===== src/hdl/dhfr_pkg.sv =====
package dhfr_pkg;

  localparam int STORE_BYTES = 64;
  localparam int ADDR_W      = $clog2(STORE_BYTES);
  localparam int BYTE_W      = 8;
  localparam int WORD_W      = 24;
  localparam int CNT_W       = 6;
  localparam int CFG_IDX_W   = 3;

  localparam int LIMIT_CAP_I = (56 < STORE_BYTES - 1) ? 56 : STORE_BYTES - 1;
  localparam logic [CNT_W-1:0] LIMIT_CAP = CNT_W'(LIMIT_CAP_I);
  localparam logic [CNT_W-1:0] LIMIT_RST = 6'd56;

  // configuration register indexes
  localparam logic [CFG_IDX_W-1:0] REG_PRI_HDR   = 3'd0;
  localparam logic [CFG_IDX_W-1:0] REG_ALT_HDR   = 3'd1;
  localparam logic [CFG_IDX_W-1:0] REG_TAIL      = 3'd2;
  localparam logic [CFG_IDX_W-1:0] REG_PRI_LIMIT = 3'd3;
  localparam logic [CFG_IDX_W-1:0] REG_ALT_LIMIT = 3'd4;

  // controller to datapath
  typedef struct packed {
    logic start;       // open a new frame, latch kind
    logic kind;        // kind for start
    logic store;       // write rx byte at the fill position
    logic drain_start; // rewind read pointer
    logic issue;       // read one stored byte toward the output
  } dhfr_cmd_t;

  // datapath to controller
  typedef struct packed {
    logic m_pri0;
    logic m_alt0;
    logic m_hdr1;
    logic m_hdr2;
    logic m_tail0;
    logic m_tail1;
    logic m_tail2;
    logic below_limit;
    logic can_issue;
    logic rd_last;
  } dhfr_sts_t;

endpackage


===== src/hdl/dual_header_frame_receiver_unit.sv =====
// Frame receiver for a byte stream with two header kinds. Each input word is one received
// byte. A frame opens with the three bytes of the primary or the alternate header (primary
// wins if both first bytes match), the byte after the header is dropped, then data bytes are
// kept until the first tail byte, which is kept too; the second tail byte is kept and the third
// closes the frame without being kept. Any mismatch, or a data byte at the kind's limit, drops
// back to idle; that byte is not re-examined as a header start. A closed frame is sent out as
// one output word per kept byte with kind, position and a last mark on the final byte.
// Rate: outside a drain one input word is taken per cycle. When a frame closes, in_ready
// drops for the drain, which reads the frame store once per output word with one read in
// flight at a time (RAM read, then output register), up to 57 kept bytes for the longest
// frame, and waits while out_ready is low. The store needs no clearing pass after reset.
// Configuration words are accepted in every cycle; write them only while the block is idle.
module dual_header_frame_receiver_unit
  import dhfr_pkg::*;
(
  input  logic                 clk,
  input  logic                 rst_n,
  // configuration
  input  logic                 cfg_valid,
  output logic                 cfg_ready,
  input  logic [CFG_IDX_W-1:0] cfg_index,
  input  logic [WORD_W-1:0]    cfg_data,
  // received bytes
  input  logic                 in_valid,
  output logic                 in_ready,
  input  logic [BYTE_W-1:0]    in_rx_byte,
  // frame bytes
  output logic                 out_valid,
  input  logic                 out_ready,
  output logic                 out_frame_kind,
  output logic [CNT_W-1:0]     out_byte_position,
  output logic [BYTE_W-1:0]    out_frame_byte,
  output logic                 out_last_byte
);

  dhfr_cmd_t cmd;
  dhfr_sts_t sts;

  // registers take a write in every cycle
  assign cfg_ready = 1'b1;

  // sequence the parse and the drain
  dhfr_ctrl u_ctrl (
    .clk      (clk),
    .rst_n    (rst_n),
    .in_valid (in_valid),
    .in_ready (in_ready),
    .sts      (sts),
    .cmd      (cmd)
  );

  // hold registers, compare bytes, store the frame and drive the output word
  dhfr_datapath u_dp (
    .clk               (clk),
    .rst_n             (rst_n),
    .cfg_valid         (cfg_valid),
    .cfg_index         (cfg_index),
    .cfg_data          (cfg_data),
    .in_rx_byte        (in_rx_byte),
    .cmd               (cmd),
    .sts               (sts),
    .out_valid         (out_valid),
    .out_ready         (out_ready),
    .out_frame_kind    (out_frame_kind),
    .out_byte_position (out_byte_position),
    .out_frame_byte    (out_frame_byte),
    .out_last_byte     (out_last_byte)
  );

endmodule


===== src/hdl/dhfr_ram.sv =====
module dhfr_ram #(
  parameter int WIDTH = 8,
  parameter int DEPTH = 64
) (
  input  logic                     clk,
  input  logic                     we,
  input  logic [$clog2(DEPTH)-1:0] waddr,
  input  logic [WIDTH-1:0]         wdata,
  input  logic [$clog2(DEPTH)-1:0] raddr,
  output logic [WIDTH-1:0]         rdata
);

  logic [WIDTH-1:0] mem [DEPTH];

  always_ff @(posedge clk) begin
    if (we) begin
      mem[waddr] <= wdata;
    end
    rdata <= mem[raddr];
  end

endmodule


===== src/hdl/dhfr_ctrl.sv =====
module dhfr_ctrl
  import dhfr_pkg::*;
(
  input  logic      clk,
  input  logic      rst_n,
  input  logic      in_valid,
  output logic      in_ready,
  input  dhfr_sts_t sts,
  output dhfr_cmd_t cmd
);

  localparam logic [3:0] ST_IDLE  = 4'd0;
  localparam logic [3:0] ST_HDR1  = 4'd1;
  localparam logic [3:0] ST_HDR2  = 4'd2;
  localparam logic [3:0] ST_SKIP  = 4'd3;
  localparam logic [3:0] ST_DATA  = 4'd4;
  localparam logic [3:0] ST_TAIL1 = 4'd5;
  localparam logic [3:0] ST_TAIL2 = 4'd6;
  localparam logic [3:0] ST_DRAIN = 4'd7;

  logic [3:0] state_r, state_nxt;
  logic       in_fire;

  assign in_ready = (state_r != ST_DRAIN);
  assign in_fire  = in_valid && in_ready;

  always_comb begin
    state_nxt = state_r;
    cmd       = '0;
    unique case (state_r)
      ST_IDLE: begin
        if (in_fire) begin
          priority if (sts.m_pri0) begin
            cmd.start = 1'b1;
            cmd.store = 1'b1;
            state_nxt = ST_HDR1;
          end else if (sts.m_alt0) begin
            cmd.start = 1'b1;
            cmd.kind  = 1'b1;
            cmd.store = 1'b1;
            state_nxt = ST_HDR1;
          end else begin
            state_nxt = ST_IDLE;
          end
        end
      end
      ST_HDR1: begin
        if (in_fire) begin
          cmd.store = sts.m_hdr1;
          state_nxt = sts.m_hdr1 ? ST_HDR2 : ST_IDLE;
        end
      end
      ST_HDR2: begin
        if (in_fire) begin
          cmd.store = sts.m_hdr2;
          state_nxt = sts.m_hdr2 ? ST_SKIP : ST_IDLE;
        end
      end
      ST_SKIP: begin
        if (in_fire) begin
          state_nxt = ST_DATA;
        end
      end
      ST_DATA: begin
        if (in_fire) begin
          if (sts.below_limit) begin
            cmd.store = 1'b1;
            state_nxt = sts.m_tail0 ? ST_TAIL1 : ST_DATA;
          end else begin
            state_nxt = ST_IDLE;
          end
        end
      end
      ST_TAIL1: begin
        if (in_fire) begin
          cmd.store = sts.m_tail1;
          state_nxt = sts.m_tail1 ? ST_TAIL2 : ST_IDLE;
        end
      end
      ST_TAIL2: begin
        if (in_fire) begin
          cmd.drain_start = sts.m_tail2;
          state_nxt       = sts.m_tail2 ? ST_DRAIN : ST_IDLE;
        end
      end
      ST_DRAIN: begin
        if (sts.can_issue) begin
          cmd.issue = 1'b1;
          if (sts.rd_last) begin
            state_nxt = ST_IDLE;
          end
        end
      end
      default: begin
        state_nxt = ST_IDLE;
      end
    endcase
  end

  always_ff @(posedge clk) begin
    if (!rst_n) begin
      state_r <= ST_IDLE;
    end else begin
      state_r <= state_nxt;
    end
  end

endmodule


===== src/hdl/dhfr_datapath.sv =====
module dhfr_datapath
  import dhfr_pkg::*;
(
  input  logic                 clk,
  input  logic                 rst_n,
  input  logic                 cfg_valid,
  input  logic [CFG_IDX_W-1:0] cfg_index,
  input  logic [WORD_W-1:0]    cfg_data,
  input  logic [BYTE_W-1:0]    in_rx_byte,
  input  dhfr_cmd_t            cmd,
  output dhfr_sts_t            sts,
  output logic                 out_valid,
  input  logic                 out_ready,
  output logic                 out_frame_kind,
  output logic [CNT_W-1:0]     out_byte_position,
  output logic [BYTE_W-1:0]    out_frame_byte,
  output logic                 out_last_byte
);

  logic [WORD_W-1:0] pri_hdr_r, alt_hdr_r, tail_r;
  logic [CNT_W-1:0]  pri_lim_r, alt_lim_r;
  logic              kind_r;
  logic [CNT_W-1:0]  count_r;
  logic [CNT_W-1:0]  rd_ptr_r;
  logic              pend_r;
  logic [CNT_W-1:0]  pend_pos_r;
  logic              pend_last_r;
  logic              out_valid_r;
  logic              out_kind_r;
  logic [CNT_W-1:0]  out_pos_r;
  logic [BYTE_W-1:0] out_byte_r;
  logic              out_last_r;

  logic [WORD_W-1:0] hdr;
  logic [CNT_W-1:0]  lim, eff_lim;
  logic [CNT_W-1:0]  wr_pos;
  logic [BYTE_W-1:0] ram_rdata;

  // configuration registers
  always_ff @(posedge clk) begin
    if (!rst_n) begin
      pri_hdr_r <= '0;
      alt_hdr_r <= '0;
      tail_r    <= '0;
      pri_lim_r <= LIMIT_RST;
      alt_lim_r <= LIMIT_RST;
    end else if (cfg_valid) begin
      unique case (cfg_index)
        REG_PRI_HDR:   pri_hdr_r <= cfg_data;
        REG_ALT_HDR:   alt_hdr_r <= cfg_data;
        REG_TAIL:      tail_r    <= cfg_data;
        REG_PRI_LIMIT: pri_lim_r <= cfg_data[CNT_W-1:0];
        REG_ALT_LIMIT: alt_lim_r <= cfg_data[CNT_W-1:0];
        default: ;
      endcase
    end
  end

  // byte compares and limit check
  assign hdr     = kind_r ? alt_hdr_r : pri_hdr_r;
  assign lim     = kind_r ? alt_lim_r : pri_lim_r;
  assign eff_lim = (lim > LIMIT_CAP) ? LIMIT_CAP : lim;

  always_comb begin
    sts             = '0;
    sts.m_pri0      = (in_rx_byte == pri_hdr_r[23:16]);
    sts.m_alt0      = (in_rx_byte == alt_hdr_r[23:16]);
    sts.m_hdr1      = (in_rx_byte == hdr[15:8]);
    sts.m_hdr2      = (in_rx_byte == hdr[7:0]);
    sts.m_tail0     = (in_rx_byte == tail_r[23:16]);
    sts.m_tail1     = (in_rx_byte == tail_r[15:8]);
    sts.m_tail2     = (in_rx_byte == tail_r[7:0]);
    sts.below_limit = (count_r < eff_lim);
    sts.can_issue   = !pend_r && (!out_valid_r || out_ready);
    sts.rd_last     = (rd_ptr_r == count_r - CNT_W'(1));
  end

  // fill position restarts at zero with the first header byte
  assign wr_pos = cmd.start ? '0 : count_r;

  always_ff @(posedge clk) begin
    if (!rst_n) begin
      kind_r  <= 1'b0;
      count_r <= '0;
    end else begin
      if (cmd.start) begin
        kind_r <= cmd.kind;
      end
      if (cmd.store) begin
        count_r <= wr_pos + CNT_W'(1);
      end
    end
  end

  dhfr_ram #(
    .WIDTH (BYTE_W),
    .DEPTH (STORE_BYTES)
  ) u_store (
    .clk   (clk),
    .we    (cmd.store),
    .waddr (ADDR_W'(wr_pos)),
    .wdata (in_rx_byte),
    .raddr (ADDR_W'(rd_ptr_r)),
    .rdata (ram_rdata)
  );

  // drain: issue a read, take the RAM data into the output register next cycle
  always_ff @(posedge clk) begin
    if (!rst_n) begin
      rd_ptr_r    <= '0;
      pend_r      <= 1'b0;
      out_valid_r <= 1'b0;
    end else begin
      if (cmd.drain_start) begin
        rd_ptr_r <= '0;
      end else if (cmd.issue) begin
        rd_ptr_r <= rd_ptr_r + CNT_W'(1);
      end
      pend_r <= cmd.issue;
      if (pend_r) begin
        out_valid_r <= 1'b1;
      end else if (out_ready) begin
        out_valid_r <= 1'b0;
      end
    end
  end

  always_ff @(posedge clk) begin
    if (cmd.issue) begin
      pend_pos_r  <= rd_ptr_r;
      pend_last_r <= sts.rd_last;
    end
    if (pend_r) begin
      out_kind_r <= kind_r;
      out_pos_r  <= pend_pos_r;
      out_byte_r <= ram_rdata;
      out_last_r <= pend_last_r;
    end
  end

  assign out_valid         = out_valid_r;
  assign out_frame_kind    = out_kind_r;
  assign out_byte_position = out_pos_r;
  assign out_frame_byte    = out_byte_r;
  assign out_last_byte     = out_last_r;

  // read data lands only in a free output register
  a_pend_free: assert property (@(posedge clk) disable iff (!rst_n)
    pend_r |-> !out_valid_r || $past(out_ready))
    else $error("read data would overwrite a waiting output word");

  // one read in flight at a time
  a_issue_single: assert property (@(posedge clk) disable iff (!rst_n)
    cmd.issue |-> !pend_r)
    else $error("read issued while another is pending");

  // fill position never passes the store
  a_store_bound: assert property (@(posedge clk) disable iff (!rst_n)
    cmd.store |-> int'(wr_pos) < STORE_BYTES)
    else $error("store write beyond capacity");

  // a new frame and a drain never start together
  a_start_drain: assert property (@(posedge clk) disable iff (!rst_n)
    !(cmd.start && (cmd.drain_start || cmd.issue)))
    else $error("frame start collides with drain");

endmodule

===== config.mk =====
export PLATFORM = sky130hd
export DESIGN_NAME = dual_header_frame_receiver_unit
export DESIGN_NICKNAME = d
export VERILOG_FILES = /design/src/hdl/dhfr_pkg.sv /design/src/hdl/dual_header_frame_receiver_unit.sv /design/src/hdl/dhfr_ram.sv /design/src/hdl/dhfr_ctrl.sv /design/src/hdl/dhfr_datapath.sv
export SDC_FILE = /design/constraint.sdc
export NUM_CORES = 1
export LEC_CHECK = 0
export ABC_AREA = 0
export BUFFER_PORTS_ARGS = -buffer_cell sky130_fd_sc_hd__buf_2
export CORE_UTILIZATION = 45
export CTS_CLUSTER_DIAMETER = 150
export DETAILED_ROUTE_END_ITERATION = 8
export PLACE_DENSITY = 0.72
export SLEW_MARGIN = 20
export SYNTH_ARGS = -nofsm -noshare
export SYNTH_HDL_FRONTEND = slang
export SYNTH_SLANG_ARGS = --single-unit
export TNS_END_PERCENT = 100

===== constraint.sdc =====
create_clock -name clk -period 4.6 [get_ports clk]
set_input_delay 0.23 -clock clk [delete_from_list [all_inputs] [get_ports clk]]
set_output_delay 0.23 -clock clk [all_outputs]
set_load 0.02 [all_outputs]

# Word level (Yosys, flattened, before mapping)
# Memories as Yosys holds them, arrays and structs flattened. A register that Yosys moved wholly into a read port is not among the register bits.
# Cells that the tools add are included.
[op_classes] order_cmp=2 add_sub_neg=3 n_reduce_logical=15 mux=42 shifts=0 n_eq_ne=29 n_mul=0 div=0 bitwise_logic=1
[ops] op="8-bit == test" n=7
[ops] op="4-bit two-way mux" n=10
[ops] op="4-bit one-hot mux with 8 select lines" n=1
[ops] op="1-bit two-way mux" n=19
[ops] op="6-bit two-way mux" n=3
[ops] op="4-bit by 3-bit == test with 1-bit output (second input constant)" n=4
[ops] op="16-bit two-way mux" n=1
[ops] op="2-bit by 1-bit != test with 1-bit output (second input constant)" n=7
[ops] op="6-bit by 1-bit adder with 6-bit output (second input constant)" n=2
[ops] op="3-bit two-way mux" n=4
[ops] op="2-bit AND reduction" n=5
[ops] op="9-bit AND reduction" n=1
[ops] op="4-bit by 2-bit == test with 1-bit output (second input constant)" n=2
[ops] op="3-bit by 2-bit == test with 1-bit output (second input constant)" n=2
[ops] op="6-bit == test" n=1
[ops] op="6-bit > comparator (second input constant)" n=1
[ops] op="6-bit < comparator" n=1
[ops] op="2-bit two-way mux" n=3
[ops] op="6-bit by 1-bit subtractor with 6-bit output (second input constant)" n=1
[ops] op="1-bit one-hot mux with 5 select lines" n=1
[ops] op="4-bit by 1-bit == test with 1-bit output (second input constant)" n=1
[ops] op="4-bit logical NOT" n=1
[ops] op="2-bit != test (second input constant)" n=2
[ops] op="4-bit by 3-bit != test with 1-bit output (second input constant)" n=1
[ops] op="other kinds (9)" n=11
[word_totals] inputBits=40 ram_bits=512 reg_bits=126 latch_bits=0 output_inout_bits=19 mem_bits_ro=0 memories=1
[memory_table] name="u_dp.u_store.mem" depth=64 word_bits=8 rd=1 rd_ports_with_merged_regs=1 wr=1 line="dhfr_ram.sv:13" source="logic [WIDTH-1:0] mem [DEPTH];"

# Depth between registers and ports, before layout
# Gate-level depths: netlist of the first run.
[logic_depth] ltp_word=9 depth_mapped=12 depth_no_buf=10

# Modules after synthesis
# Synthesis of the first run repeated with hierarchy kept, for this count alone.
[hier_totals] hier_cells=1608 hier_area_um2=26190.1
[by_module_without_submodules] mod="dhfr_ram" area_per_inst_um2=20166.8 cells_per_inst=940 instances=1 seq_area_each_um2=15534.9
[by_module_without_submodules] mod="dhfr_datapath" area_per_inst_um2=5646.7 cells_per_inst=617 instances=1 seq_area_each_um2=2672.6
[by_module_without_submodules] mod="dhfr_ctrl" area_per_inst_um2=365.4 cells_per_inst=49 instances=1 seq_area_each_um2=60.1
[by_module_without_submodules] mod="dual_header_frame_receiver_unit" area_per_inst_um2=11.3 cells_per_inst=2 instances=1 seq_area_each_um2=0.0

# Least setup slack after synthesis of the first run
# No wires, ideal clock.
[synth_path] path_type="reg2reg" startpoint="reg u_dp.kind_r" endpoint="mem u_dp.u_store.mem[20][0], enable pin" required_ns=4.205 synth_period_minus_slack_ns=3.343 arrival_ns=2.948 path_slack_ns=1.257 path_stages_with_launch=12 n_path_buf=2 path_cell_list="dfxtp_1 > buf_6 > buf_2 > mux2_2 > nand2_1 > ha_1 > nor2_1 > a2111o_1 > a21boi_1 > a211oi_1 > nand3_1 > nor4_1"
[synth_between] elab_chain_len=9 elab_cells_between_ends=14
[synth_rtl] element="from (decl)" line="dhfr_datapath.sv:22" source="logic kind_r;"
[synth_rtl] element="from (signal assigned)" line="dhfr_datapath.sv:87" source="kind_r <= cmd.kind;"
[synth_rtl] element="6-bit two-way mux" line="dhfr_datapath.sv:61" source="assign lim = kind_r ? alt_lim_r : pri_lim_r;"
[synth_rtl] element="6-bit > comparator" line="dhfr_datapath.sv:62" source="assign eff_lim = (lim > LIMIT_CAP) ? LIMIT_CAP : lim;"
[synth_rtl] element="6-bit two-way mux" line="dhfr_datapath.sv:62"
[synth_rtl] element="6-bit < comparator" line="dhfr_datapath.sv:73" source="sts.below_limit = (count_r < eff_lim);"
[synth_rtl] element="1-bit two-way mux" line="dhfr_ctrl.sv:66" source="if (sts.below_limit) begin"
[synth_rtl] element="1-bit two-way mux" line="dhfr_ctrl.sv:65" source="if (in_fire) begin"
[synth_rtl] element="1-bit one-hot mux with 5 select lines (*)" line="dhfr_ctrl.sv:30" source="unique case (state_r)"
[synth_rtl] element="1-bit two-way mux (*)" line="dhfr_ram.sv:16" source="if (we) begin"
[synth_rtl] element="1-bit two-way mux (implied by the code) (*)" line="dhfr_ram.sv:17" source="mem[waddr] <= wdata;"
[synth_rtl] element="to (decl)" line="dhfr_ram.sv:13"
# Mark *: on every way between the ends. The rest lies on a longest branch, timed or not.

# Worst setup path in the final report of the first run
[layout_path] startpoint="reg u_dp.kind_r" endpoint="mem u_dp.u_store.mem[52][3], enable pin"
# The elaborated chain is that of the path after synthesis.

==> results.yml, run 1 <==
timing:
  fin_crit_ns: 4.012
  worst_pin_slew_ns: 1.047
  finalHoldViolCount: 0
  final.setup.tns_ns: 0
  slew-limit-headroom_pct: 30.21
  fin_worst_skew_ns: 0.02260
  setup_violations: 0
  report.final.slew_viol_count: 0
  fmax_ghz: 0.2492
  rsz0062_at_grt: "false"
  period_share_pct: 87.23
placement:
  port_buffers: 57
  hpwl_um: 37700
  gp_congestion: 0.8480
  dpl_cell_area_um2: 26950
clock_network:
  clk_path_buf_depth: 3
  cts_setup_buffers: 0
  cts_hold_buf: 26
  clockRootBuffer: "clkbuf_16"
  h-tree-depth: 2
  clock-sinks: 645
  cts_buffers: 59
  cts_resized: 0
  worstSkewPairLatency_ns: 0.63
  clk_pin_slew_worst_paths_ns: 0.07
  cts_tree: "yes"
die:
  rows: 87
  core-area_um2: 56390
  die_w_um: 241.1
  chipHeight_um: 241.1
  num_io_pins: 59
  initial_core_util_pct: 45.61
  die_area_um2: 58110
synth:
  synth_area_leader_cell: "edfxtp_1"
  ys_types: 53
  syn_area_um2: 25720
  ys.flop_type: "edfxtp_1"
  yosys_warnings: 0
  syn_inst: 1513
  synth_edf_count: 535
  syn-num-nets: 1561
  syn_avg_cell_area_um2: 17.00
  ys_ff_latch: 645
  synth_top_area_share_pct: 62.46
  synthTopCellsByArea: "edfxtp_1 (62%), mux4_2 (15%), dfxtp_1 (8.6%)"
  yosysSeqAreaShare_pct: 71.03
  async_flop_share_pct: 0
global_route:
  grt_start_max_net_pins: 86
  grt_pass1_vias: 13730
  grt-ovfl-total: 0
  antenna_found_initial: 5
  grt_first_pass_wirelength_um: 88850
  globalRouteTotalUtil_pct: 20.99
pwr:
  p_leak_nw: 9.013
  ir_drop_mv: 0.2838
  fin_total_pwr_mw: 12.07
  power_per_cell_area_nw_per_um2: 410.4
worst_setup_path:
  cp_max_fo: 18
  cp.required_ns: 4.86
  worstPathArrival_ns: 4.27
  start_kind: "flop"
  crit_path_end_kind: "flop"
  critical_path_class: "reg2reg"
layout:
  final_cell_area_um2: 29400
  seqCellArea_um2: 18280
  synthToLayoutAreaGrowth_pct: 14.31
  drive_gt1_share_pct: 23.55
  multi_input_area_um2: 7024
  fillerInstances: 4485
  nNetsFinal: 1653
route:
  drt_iter0_drc: 1486
  drt-met1-wl_um: 24750
  drc: 0
  first_pass_iters: 6
  vias: 13870
  dr_wl_met2_um: 27720
  vias_per_cell: 5.742
  totalWireLength_um: 59540
  ant_nets: 0
  wl_per_cell_um: 24.65
  wl_met3_um: 5622
  highest-signal-layer: "met5"
outcome:
  status: "finished clean"
job:
  maxCapViolCount: 0
min_path:
  worstHoldPathType: "in2reg"
[through the flow]
step / hold slack (ns) / setup WS (ns) / util [%] / cells
finish: 0.08331 / 0.5876 / 52.14 / 2415
detailed placement: 0.3887 / 0.6232 / 47.79 / 2274
global route: 0.1090 / 0.3632 / 52.13 / 2412
global placement: 0.3871 / 0.7350 / 47.79 / 2274
floorplan: 0.3289 / 1.257 / - / 1513
CTS: 0.05364 / 0.6326 / 52.12 / 2412
[per-layer routing]
layer,vias up,track usage [%]
met5,-,0
met4,2,6.367
met3,80,4.918
met2,659,32.15
met1,7088,29.92
li1,6039,-
[logic make-up (layout without fill, tap and decap cells)]
family          after synthesis  count (layout)  synth area share (%)
flops                       645             645                 71.03
simple gates                372             372                 6.334
mux                         192             192                 15.68
compound gates              122             122                 2.661
buf+inv                     108             251                 1.683
xor+xnor                     65              65                 2.213
fa+ha+maj                     8               8                0.3892
other cells                   1               4               0.01458
[cells in the mapped netlist (5+ instances only)]
cell type    n
edfxtp_1   535
nand2_1    192
mux4_2     168
dfxtp_1    110
a21oi_1     92
nor2_1      83
clkbuf_1    75
xnor2_1     42
xor2_1      23
mux2i_1     20
buf_1       16
nand3_1     16
nor3_1      16
nand4_1     13
inv_1       10
or4_1        9
ha_1         8
or3_1        8
o21ai_0      7
and3_1       6
nand2b_1     6
nor2b_1      5
[worst max-delay path, stage by stage, from the launching register on]
cell	delay (ns)
dfxtp_1	0.57
buf_4	0.38
mux2i_1	0.29
xor2_1	0.17
nand4_1	0.14
o31a_1	0.38
a211oi_1	0.19
buf_4	0.21
nand3_1	0.52
nor2_1	0.80
[path summary, 6_finish.rpt]
kind | startpoint | end | slack, ns | cells after the start
hold / removal | cfg_index[0] | u_dp.tail_r[2] | 0.08 | 4
setup / recovery | u_dp.kind_r | u_dp.u_store.mem[52][3] | 0.59 | 9
setup reg to reg | u_dp.kind_r | u_dp.u_store.mem[52][3] | 0.59 | 9
hold reg to reg | u_dp.u_store.rdata[5] | u_dp.out_frame_byte[5] | 0.40 | 0
[sequential cells by signal (all words and copies together), names as in the netlist]
register	count
u_dp.u_store.rdata	8
u_dp.out_last_byte	1
u_dp.pend_r	1
u_dp.alt_lim_r	6
u_dp.alt_hdr_r	24
u_dp.tail_r	24
u_dp.out_valid	1
u_dp.out_byte_position	6
u_dp.rd_ptr_r	6
u_dp.u_store.mem	512
u_dp.pend_last_r	1
u_dp.pri_lim_r	6
u_dp.kind_r	1
u_dp.out_frame_kind	1
u_dp.pend_pos_r	6
u_dp.out_frame_byte	8
u_ctrl.state_r	3
u_dp.pri_hdr_r	24
u_dp.count_r	6
[cells in the final DEF (no fill, tap or decap), types with 4 or more instances in the layout]
| master | n |
|---|---|
| bufinv_16 | 16 |
| nor2b_1 | 5 |
| nand4_1 | 13 |
| clkinv_1 | 8 |
| nand3_1 | 16 |
| and3_1 | 6 |
| clkinv_2 | 11 |
| nor3_1 | 15 |
| or3_1 | 8 |
| dfxtp_1 | 106 |
| nand2b_1 | 6 |
| nor4_1 | 4 |
| o21ai_0 | 7 |
| inv_1 | 9 |
| xnor2_1 | 42 |
| a31oi_1 | 4 |
| nand3b_1 | 4 |
| mux4_2 | 168 |
| buf_4 | 43 |
| and2_1 | 4 |
| mux2i_1 | 20 |
| dlygate4sd3_1 | 26 |
| ha_1 | 8 |
| nand2_1 | 192 |
| a21oi_1 | 92 |
| clkinvlp_4 | 8 |
| nor2_1 | 83 |
| or4_1 | 9 |
| buf_2 | 57 |
| edfxtp_1 | 535 |
| inv_6 | 4 |
| xor2_1 | 23 |
| clkbuf_16 | 59 |
[layout make-up]
type / count / area share, %
multi-input combinational: 760 / 23.89
inverter: 10 / 0.1277
sequential: 645 / 62.17
clock buffer: 61 / 5.081
tap: 756 / 3.217
timing repair buffer: 129 / 3.158
antenna: 3 / 0.02554
clock inverter: 51 / 2.328
[report_power, final]
part	switching (mW)	internal [mW]	total, mW
clock	2.18	3.27	5.45
sequential	0.0143	6.33	6.34
combinational	0.194	0.0818	0.276
No activity file was read; power rests on OpenSTA's default activity.
==> run 2: changes to the inputs <==
Settings changed: CORE_MARGIN set to 3, GPL_ROUTABILITY_DRIVEN set to 0.
==> run 2 against run 1 <==
  * First-iteration DRC count is 11% higher
  * Global-route usage fell by 0.72 points
  * Final cell count about the same
  * Core utilization is 0.44 points higher
  * Sequential share of layout area is 0.074 points higher
  * Fmax decreased by 2.2%
  * Sequential cell count unchanged
  * Sequential power is essentially flat
  * Power fell by 1.2%
  * Combinational power grew 2%
  * Critical path type unchanged
==> results.yml, run 2 (synthesized netlist as in run 1, its figures left out) <==
outcome:
  status: "finished clean"
clock_network:
  h-tree-depth: 3
  cts_tree: "yes"
  clk_pin_slew_worst_paths_ns: 0.06
  worstSkewPairLatency_ns: 0.60
  clockRootBuffer: "clkbuf_16"
  cts_buffers: 66
  clk_path_buf_depth: 3
  clock-sinks: 645
global_route:
  globalRouteTotalUtil_pct: 20.27
  antenna_found_initial: 2
  grt_start_max_net_pins: 134
  grt-ovfl-total: 0
  grt_pass1_vias: 14120
  grt_first_pass_wirelength_um: 90690
worst_setup_path:
  critPathBufInv: 1
  r2r-start: "u_dp.kind_r"
  critical_path_class: "reg2reg"
  cpLargestDelayFamily: "simple AND/OR/NAND/NOR gates"
  cp_max_fo: 18
  crit_chain: "buf_4 > mux2i_1 > xor2_1 > nand4_1 > o31a_1 > a211o_1 > or4_1 > nor2_1"
  rr_endpoint: "u_dp.u_store.mem[25][7]"
  worstSetupStartpoint: "u_dp.kind_r"
  cp.required_ns: 4.81
  start_kind: "flop"
  r2r_cells: 8
  reg2reg_slack_ns: 0.50
  crit_path_end_kind: "flop"
  worstPathArrival_ns: 4.31
  max_stage_delay_ns: 0.69
  slowest_stage: "or4_1"
min_path:
  worstHoldPathType: "in2reg"
  min_to: "u_dp.u_store.mem[10][6]"
  worstHoldStart: "in_rx_byte[6]"
  worstHoldPathCells: 1
timing:
  fin_worst_skew_ns: 0.02317
  slew-limit-headroom_pct: 28.41
  period_share_pct: 89.19
  report.final.slew_viol_count: 0
  rsz0062_at_grt: "false"
  fmax_ghz: 0.2437
  worst_pin_slew_ns: 1.074
  final.setup.tns_ns: 0
  fin_crit_ns: 4.103
  fin_ws_ns: 0.4974
  finalHoldViolCount: 0
  setup_violations: 0
layout:
  final_cell_mix: "edfxtp_1 (535), nand2_1 (192), mux4_2 (168), dfxtp_1 (106), a21oi_1 (92)"
  drive_gt1_share_pct: 22.96
  utilization_pct: 52.58
  top_register: "u_dp.u_store.mem"
  nNetsFinal: 1662
  final_common_cell: "edfxtp_1"
  largest_reg_flops: 512
  synthToLayoutAreaGrowth_pct: 14.17
  fillerInstances: 4328
placement:
  pre_cts_ws_ns: 0.4842
  hpwl_um: 37590
  port_buffers: 57
route:
  vias: 14180
  ant_nets: 0
  totalWireLength_um: 59930
  wl_per_cell_um: 24.84
  vias_per_cell: 5.878
  drt_iter0_drc: 1650
  drc: 0
  first_pass_iters: 5
pwr:
  ir_drop_mv: 0.2545
  power_per_cell_area_nw_per_um2: 406.1
  fin_total_pwr_mw: 11.93
  p_leak_nw: 9.028
die:
  chipHeight_um: 245.1
  rows: 86
  die_area_um2: 60060
  num_io_pins: 59
  initial_core_util_pct: 46.05
  die_w_um: 245.1
  core-area_um2: 55850
job:
  maxCapViolCount: 0
run 2: changes by cell type in the layout (fill, tap and decap cells not counted), moves of 3 or more:
cell        delta
clkbuf_1      +17
clkinvlp_4     -6
bufinv_16     -10
clkbuf_8       +3
clkbuf_16     +10
clkinvlp_2     -3
run 2: final cells by class:
| cell class | count | area [µm²] | area share (%) |
|---|---|---|---|
| flip-flops and latches | 645 | 18280 | 62.24 |
| clock buffers | 91 | 1849 | 6.298 |
| multi-input cells | 760 | 7024 | 23.92 |
| inverters | 10 | 37.54 | 0.1278 |
| diodes | 1 | 2.502 | 0.008522 |
| well taps | 748 | 935.9 | 3.187 |
| repair buffers | 131 | 945.9 | 3.221 |
| clock inverters | 27 | 291.5 | 0.9928 |
run 2: worst register-to-register path, stage by stage (launching register included):
cell,delay (ns)
dfxtp_1,0.55
buf_4,0.39
mux2i_1,0.34
xor2_1,0.18
nand4_1,0.16
o31a_1,0.40
a211o_1,0.34
or4_1,0.70
nor2_1,0.67
run 2: worst max-delay path by stage:
stage	to	slack, ns	depth (start not counted)
6_report	u_dp.u_store.mem[25][7]	0.50	8
5_1_grt	u_dp.u_store.mem[25][1]	0.25	8
3_5_place_dp	u_dp.u_store.mem[25][1]	0.48	8
4_1_cts	u_dp.u_store.mem[25][7]	0.50	8
3_3_place_gp	u_dp.u_store.mem[11][5]	0.75	8
2_1_floorplan	u_dp.u_store.mem[20][0]	1.26	11
run 2: routing by layer:
metal	part of all wire [%]	global-route usage, %	wire length [µm]
met1	42	29.60	24980
met2	47	31.26	27900
met3	9.5	4.250	5693
met4	2.2	5.436	1343
met5	0.017	0	10
run 2: timing repair:
action | CTS | global route
gates resized for setup | 0 | 0
setup buffers | 0 | 0
hold buffers | 27 | 0
hold endpoints to repair | 89 | 0
run 2: power breakdown:
group,internal (mW),switching (mW)
registers,6.33,0.0148
clock network,3.15,2.14
logic,0.0845,0.198
run 2: per-stage QoR:
step                std cells  hold slack, ns  cell area, µm²
floorplan                1513          0.3289           25720
global placement         2267          0.3865           26950
detailed placement       2267          0.3928           26950
CTS                      2412         0.06919           29360
global route             2412         0.09071           29360
finish                   2413          0.1127           29360
